$ cat config.mk
export PLATFORM = sky130hd
export DESIGN_NAME = tcw_seq
export DESIGN_NICKNAME = d
export VERILOG_FILES = /design/src/rtl/tcw_pkg.sv /design/src/rtl/tcw_seq.sv
export SDC_FILE = /design/constraint.sdc
export NUM_CORES = 1
export LEC_CHECK = 0
export BUFFER_PORTS_ARGS = -buffer_cell sky130_fd_sc_hd__buf_2
export CORE_MARGIN = 3
export CORE_UTILIZATION = 45
export CTS_CLUSTER_DIAMETER = 150
export DETAILED_ROUTE_END_ITERATION = 16
export PLACE_DENSITY = 0.8
export SYNTH_ARGS = -nofsm -noshare
export SYNTH_HDL_FRONTEND = slang
export SYNTH_SLANG_ARGS = --single-unit
$ cat constraint.sdc
create_clock -name clk -period 3.1 [get_ports clk]
set_input_delay 0.62 -clock clk [delete_from_list [all_inputs] [get_ports clk]]
set_output_delay 0.62 -clock clk [all_outputs]
set_load 0.01 [all_outputs]
$ cat src/rtl/tcw_pkg.sv
`timescale 1ns / 1ps
`default_nettype none
package tcw_pkg;

	localparam int COLUMNS  = 80;
	localparam int ROWS     = 25;
	localparam int CELLS    = COLUMNS * ROWS;
	localparam int LAST_ROW = (ROWS - 1) * COLUMNS;

	localparam int ADDR_W = $clog2(CELLS);
	localparam int COL_W  = $clog2(COLUMNS);
	localparam int ROW_W  = $clog2(ROWS);
	localparam int CUR_W  = 11;
	localparam int CELL_W = 11;
	localparam int CHAR_W = 8;
	localparam int ATTR_W = 8;

	localparam logic [ADDR_W-1:0] LAST_CELL  = ADDR_W'(CELLS - 1);
	localparam logic [ADDR_W-1:0] LAST_ROW_A = ADDR_W'(LAST_ROW);
	localparam logic [ADDR_W-1:0] COLS_A     = ADDR_W'(COLUMNS);
	localparam logic [COL_W-1:0]  COL_LAST   = COL_W'(COLUMNS - 1);
	localparam logic [ROW_W-1:0]  ROW_LAST   = ROW_W'(ROWS - 1);

	localparam logic [CHAR_W-1:0] BLANK_CHAR   = 8'd32;
	localparam logic [CHAR_W-1:0] NEWLINE_CODE = 8'd10;
	localparam logic [ATTR_W-1:0] RESET_ATTR   = 8'd15;

	typedef enum logic [1:0] {
		KIND_WRITE = 2'd0,
		KIND_CLEAR = 2'd1,
		KIND_READ  = 2'd2
	} kind_t;

	typedef enum logic [2:0] {
		ST_INIT,
		ST_IDLE,
		ST_READ,
		ST_COPY,
		ST_BLANK
	} state_t;

	typedef struct packed {
		logic [1:0]        kind;
		logic [CHAR_W-1:0] char_code;
		logic [CELL_W-1:0] cell_index;
	} req_t;

	typedef struct packed {
		logic [ADDR_W-1:0] raddr;
		logic              chr_we;
		logic              atr_we;
		logic [ADDR_W-1:0] waddr;
		logic [CHAR_W-1:0] chr_wdata;
		logic [ATTR_W-1:0] atr_wdata;
	} mem_req_t;

	typedef struct packed {
		logic              load;
		logic [CUR_W-1:0]  cursor;
		logic [CHAR_W-1:0] rchar;
		logic [ATTR_W-1:0] rattr;
		logic              scrolled;
	} result_t;

endpackage
`default_nettype wire

$ cat src/rtl/tcw_seq.sv
`timescale 1ns / 1ps
`default_nettype none
module tcw_seq (
	input  wire logic                      clk,
	input  wire logic                      arst_n,
	input  wire tcw_pkg::req_t             req,
	input  wire logic                      in_fire,
	input  wire logic [tcw_pkg::ATTR_W-1:0] attr,
	input  wire logic [tcw_pkg::CHAR_W-1:0] chr_rdata,
	input  wire logic [tcw_pkg::ATTR_W-1:0] atr_rdata,
	output logic                           busy,
	output tcw_pkg::mem_req_t              mem,
	output tcw_pkg::result_t               res
);

	tcw_pkg::state_t state_q, state_d;

	logic [tcw_pkg::ADDR_W-1:0] ptr_q;
	logic [tcw_pkg::ADDR_W-1:0] cur_q;
	logic [tcw_pkg::COL_W-1:0]  col_q;
	logic [tcw_pkg::ROW_W-1:0]  row_q;
	logic                       scr_q;
	logic                       oor_q;
	logic                       copy_s1;
	logic [tcw_pkg::ADDR_W-1:0] copy_addr_s1;

	logic                       is_nl;
	logic                       wrap;
	logic                       scroll_w;
	logic                       in_range;
	logic [tcw_pkg::ADDR_W-1:0] cur_inc;
	logic [tcw_pkg::ADDR_W-1:0] cur_nl;

	assign is_nl    = (req.char_code == tcw_pkg::NEWLINE_CODE);
	assign wrap     = is_nl || (col_q == tcw_pkg::COL_LAST);
	assign scroll_w = wrap && (row_q == tcw_pkg::ROW_LAST);
	assign in_range = (int'(req.cell_index) < tcw_pkg::CELLS);
	assign cur_inc  = cur_q + tcw_pkg::ADDR_W'(1);
	assign cur_nl   = cur_q + tcw_pkg::COLS_A - tcw_pkg::ADDR_W'(col_q);
	assign busy     = (state_q != tcw_pkg::ST_IDLE);

	always_comb begin
		state_d = state_q;
		unique case (state_q)
			tcw_pkg::ST_INIT: begin
				if (ptr_q == tcw_pkg::LAST_CELL) state_d = tcw_pkg::ST_IDLE;
			end
			tcw_pkg::ST_IDLE: begin
				if (in_fire) begin
					unique case (req.kind)
						tcw_pkg::KIND_WRITE: begin
							if (scroll_w) state_d = tcw_pkg::ST_COPY;
						end
						tcw_pkg::KIND_CLEAR: state_d = tcw_pkg::ST_BLANK;
						tcw_pkg::KIND_READ:  state_d = tcw_pkg::ST_READ;
						default: ;
					endcase
				end
			end
			tcw_pkg::ST_READ: state_d = tcw_pkg::ST_IDLE;
			tcw_pkg::ST_COPY: begin
				if (ptr_q == tcw_pkg::LAST_CELL) state_d = tcw_pkg::ST_BLANK;
			end
			tcw_pkg::ST_BLANK: begin
				if (!copy_s1 && ptr_q == tcw_pkg::LAST_CELL) state_d = tcw_pkg::ST_IDLE;
			end
			default: state_d = tcw_pkg::ST_INIT;
		endcase
	end

	always_comb begin
		mem       = '0;
		res       = '0;
		mem.raddr = (state_q == tcw_pkg::ST_COPY) ? ptr_q : tcw_pkg::ADDR_W'(req.cell_index);
		// pending scroll copy owns the char port
		if (copy_s1) begin
			mem.chr_we    = 1'b1;
			mem.waddr     = copy_addr_s1;
			mem.chr_wdata = chr_rdata;
		end
		unique case (state_q)
			tcw_pkg::ST_INIT: begin
				mem.chr_we    = 1'b1;
				mem.atr_we    = 1'b1;
				mem.waddr     = ptr_q;
				mem.chr_wdata = tcw_pkg::BLANK_CHAR;
				mem.atr_wdata = tcw_pkg::RESET_ATTR;
			end
			tcw_pkg::ST_IDLE: begin
				if (in_fire) begin
					unique case (req.kind)
						tcw_pkg::KIND_WRITE: begin
							if (!is_nl) begin
								mem.chr_we    = 1'b1;
								mem.atr_we    = 1'b1;
								mem.waddr     = cur_q;
								mem.chr_wdata = req.char_code;
								mem.atr_wdata = attr;
							end
							if (!scroll_w) begin
								res.load   = 1'b1;
								res.cursor = tcw_pkg::CUR_W'(wrap ? cur_nl : cur_inc);
							end
						end
						tcw_pkg::KIND_CLEAR: ;
						tcw_pkg::KIND_READ:  ;
						default: begin
							res.load   = 1'b1;
							res.cursor = tcw_pkg::CUR_W'(cur_q);
						end
					endcase
				end
			end
			tcw_pkg::ST_READ: begin
				res.load   = 1'b1;
				res.cursor = tcw_pkg::CUR_W'(cur_q);
				res.rchar  = oor_q ? '0 : chr_rdata;
				res.rattr  = oor_q ? '0 : atr_rdata;
			end
			tcw_pkg::ST_COPY: ;
			tcw_pkg::ST_BLANK: begin
				if (!copy_s1) begin
					mem.chr_we    = 1'b1;
					mem.atr_we    = 1'b1;
					mem.waddr     = ptr_q;
					mem.chr_wdata = tcw_pkg::BLANK_CHAR;
					mem.atr_wdata = attr;
					if (ptr_q == tcw_pkg::LAST_CELL) begin
						res.load     = 1'b1;
						res.cursor   = tcw_pkg::CUR_W'(cur_q);
						res.scrolled = scr_q;
					end
				end
			end
			default: ;
		endcase
	end

	always_ff @(posedge clk or negedge arst_n) begin
		if (!arst_n) begin
			state_q      <= tcw_pkg::ST_INIT;
			ptr_q        <= '0;
			cur_q        <= '0;
			col_q        <= '0;
			row_q        <= '0;
			scr_q        <= 1'b0;
			oor_q        <= 1'b0;
			copy_s1      <= 1'b0;
			copy_addr_s1 <= '0;
		end else begin
			state_q      <= state_d;
			copy_s1      <= (state_q == tcw_pkg::ST_COPY);
			copy_addr_s1 <= ptr_q - tcw_pkg::COLS_A;
			unique case (state_q)
				tcw_pkg::ST_INIT: ptr_q <= ptr_q + tcw_pkg::ADDR_W'(1);
				tcw_pkg::ST_IDLE: begin
					if (in_fire) begin
						unique case (req.kind)
							tcw_pkg::KIND_WRITE: begin
								if (scroll_w) begin
									ptr_q <= tcw_pkg::COLS_A;
									cur_q <= tcw_pkg::LAST_ROW_A;
									col_q <= '0;
									row_q <= tcw_pkg::ROW_LAST;
									scr_q <= 1'b1;
								end else if (wrap) begin
									cur_q <= cur_nl;
									col_q <= '0;
									row_q <= row_q + tcw_pkg::ROW_W'(1);
								end else begin
									cur_q <= cur_inc;
									col_q <= col_q + tcw_pkg::COL_W'(1);
								end
							end
							tcw_pkg::KIND_CLEAR: begin
								ptr_q <= '0;
								cur_q <= '0;
								col_q <= '0;
								row_q <= '0;
								scr_q <= 1'b0;
							end
							tcw_pkg::KIND_READ: oor_q <= !in_range;
							default: ;
						endcase
					end
				end
				tcw_pkg::ST_READ: ;
				tcw_pkg::ST_COPY: begin
					ptr_q <= (ptr_q == tcw_pkg::LAST_CELL) ? tcw_pkg::LAST_ROW_A
						: ptr_q + tcw_pkg::ADDR_W'(1);
				end
				tcw_pkg::ST_BLANK: begin
					if (!copy_s1) ptr_q <= ptr_q + tcw_pkg::ADDR_W'(1);
				end
				default: ;
			endcase
		end
	end

endmodule
`default_nettype wire

==> impl_metrics.csv <==
group,metric,value,unit
sta,tightest_slew,1170,ps
synth,synth_cells,554,
routing,first_pass_iters,7,
routing,wirelength,15300,µm
floorplanning,num_rows,35,
placement,port_buffers,117,
finish,seqCellArea,1280,µm²
sta,final_max_slew_viol_count,0,
cts,htreeDepth,2,
floorplanning,start_util,47.6,%
synth,synth_edf_count,0,
cts,numCtsBuffers,5,
sta,maxSlewHeadroom,22.1,%
global_route,overflow,0,
setup_path,required,2480,ps
setup_path,crit_family,"adder cells",
run,max-cap-violations,0,
finish,num-fill-cells,806,
setup_path,path_buf_inv,4,
finish,multi_input_area,3160,µm²
global_route,gr-usage-all-layers,26.2,%
placement,globalplace.congestion,0.908,
finish,finalInstanceArea,6060,µm²
finish,syn_to_final_growth,33.9,%
global_route,grt_max_degree,33,
routing,via_per_inst,5.95,
synth,avgSynthCellArea,8.17,µm²
routing,vias,5095,
floorplanning,die_y,106,µm
setup_path,critical_path_class,"reg2out",
outcome,status,"finished, violations left",
setup_path,rr_worst_depth,11,
floorplanning,fp.dieW,106,µm
placement,dp_hpwl,11300,µm
synth,synth_nets,634,
routing,drcViolationCount,0,
floorplanning,fp.dieArea,11300,µm²
cts,cts_tree,"built",
routing,first_iter_violations,522,
synth,synth-main-ff-cell,"dfrtp_1",
placement,post_dp_cell_area,5580,µm²
sta,skew,14.7,ps
setup_path,arrival,2840,ps
synth,async_flop_share,100,%
setup_path,crit_chain,"inv_1, ha_1, ha_2, inv_2, fa_2, nor2b_4, o31a_1, buf_6, o31ai_4, a21oi_2, and4_1, nor3_2, buf_2",
setup_path,path_max_fanout,3,
sta,layout_setup_ws,-360,ps
cts,path_clk_slew,110,ps
synth,ys_ff_latch,51,
setup_path,max_stage_delay,370,ps
sta,max_freq,289,MHz
placement,post-place-ws,-447,ps
synth,yosys_warnings,0,
power_and_ir_drop,total_power,3.75,mW
cts,cts_sinks,51,
finish,nNetsFinal,806,
setup_path,crit_path_top_delay_cell,"dfrtp_1",
setup_path,reg2reg_from,"col_q[1]",
sta,fin_setup_tns,-1540,ps
sta,setup_viol,7,
setup_path,worst-r2r-setup-slack,290,ps
synth,synth.distinct_cells,76,
global_route,antenna_found_initial,0,
finish,layout_common_cells,"buf_2, buf_4, dfrtp_1",
outcome,violations,"negative setup slack",
synth,netlist_area,4530,µm²
routing,ant_nets,0,
min_path,hold_path.class,"in2async",
floorplanning,io_pins,118,
sta,rsz0062_at_grt,"yes",
global_route,grt_pass1_wl,24500,µm
finish,drive_gt1_share,37.1,%
cts,cts_buffer_depth,2,
finish,antenna_cells,0,
sta,period_minus_slack,3460,ps
setup_path,endpoint_kind,"primary output",
power_and_ir_drop,ir_drop,360,µV
sta,period_share,112,%
cts,insertion_delay,320,ps
setup_path,timing.rr.end,"ptr_q[9]",
finish,final_common_cell,"buf_2",
synth,ys_seq_area_share,28.2,%
cts,cts_root_buffer,"clkbuf_8",
floorplanning,core-area,9500,µm²
routing,wl_per_cell,17.9,µm
setup_path,cp-start-kind,"flop",
power_and_ir_drop,pwr_density_cell,618,nW/µm²
power_and_ir_drop,total_leakage_power,3.00,nW
finish,fin_util,63.8,%
sta,finalHoldViolations,0,
global_route,grt_pass1_vias,4949,
metrics by stage:
stage	cells	hold WS [ps]
global route	856	411
CTS	846	377
floorplan	554	324
global placement	830	473
detailed placement	830	477
finish	856	359
how the worst max path moves through the flow:
stage	start	endpoint	cells past startpoint
final	col_q[1]	res[26]	13
after CTS	col_q[1]	res[24]	12
after global routing	col_q[1]	res[26]	13
after floorplan	cur_q[1]	res[26]	10
after detailed placement	req[15]	mem[11]	9
after global placement	req[15]	mem[11]	9
logic make-up (layout without fill, tap and decap cells):
| group | after synthesis | after routing | synth area share, % |
|---|---|---|---|
| buffers and inverters | 69 | 242 | 6.71 |
| flip-flops | 51 | 51 | 28.2 |
| adder cells (fa/ha/maj) | 32 | 32 | 9.01 |
| XOR/XNOR | 16 | 16 | 3.09 |
| multiplexers | 12 | 12 | 2.90 |
| AO/OA/AOI/OAI | 164 | 164 | 24.7 |
| AND/OR/NAND/NOR | 210 | 210 | 25.4 |
cell usage after synthesis (4+ instances only):
| library cell | number | area (µm²) |
|---|---|---|
| inv_1 | 37 | 139 |
| mux2_2 | 9 | 101 |
| a31oi_1 | 9 | 56.3 |
| o21ai_0 | 39 | 195 |
| xor2_1 | 7 | 61.3 |
| and4_1 | 6 | 52.6 |
| clkbuf_1 | 17 | 63.8 |
| nor2b_1 | 7 | 43.8 |
| o22a_1 | 4 | 35.0 |
| nand4_1 | 4 | 25.0 |
| nand2b_1 | 4 | 25.0 |
| buf_6 | 4 | 45.0 |
| nor3_1 | 17 | 85.1 |
| a21o_1 | 6 | 45.0 |
| a21oi_1 | 33 | 165 |
| a22o_1 | 20 | 175 |
| nor2_1 | 38 | 143 |
| ha_1 | 31 | 388 |
| or3_1 | 7 | 43.8 |
| nand2_1 | 48 | 180 |
| dfrtp_1 | 51 | 1280 |
| a221o_1 | 9 | 90.1 |
| and2_1 | 19 | 119 |
| o21ai_1 | 7 | 35.0 |
| buf_2 | 9 | 45.0 |
| nand3_1 | 22 | 110 |
| and3_1 | 10 | 62.6 |
| xnor2_1 | 9 | 78.8 |
| o31ai_1 | 7 | 52.6 |
report_power, final:
group          internal, mW  switching (mW)
Clock                 0.245           0.254
Combinational          1.00            1.24
Sequential            0.829           0.172
layout make-up:
type / count / area share (%)
Clock buffer: 6 / 1.20
Clock inverter: 2 / 0.640
Inverter: 37 / 2.29
Multi-Input combinational cell: 434 / 52.1
Sequential cell: 51 / 21.1
Tap cell: 129 / 2.66
Timing Repair Buffer: 197 / 20.0
state kept, by name (all words and copies together) (netlist names):
signal,flops
row_q,5
oor_q,1
col_q,7
state_q,3
copy_s1,1
scr_q,1
ptr_q,11
cur_q,11
copy_addr_s1,11
repair_timing:
item,4_1_cts,5_1_grt
endpoints found under the setup margin,29,37
setup buffers,8,11
hold buffers,0,0
gates resized for setup,25,29
pin swaps,15,16
layer usage:
metal / global-route usage [%] / up-vias / wire length, µm
met4: 3.70 / 0 / 197
met1: 35.8 / 2443 / 6310
li1: - / 2355 / -
met3: 3.46 / 26 / 1100
met5: 0 / - / 0
met2: 45.2 / 271 / 7750
No activity file was read; power rests on OpenSTA's default activity.
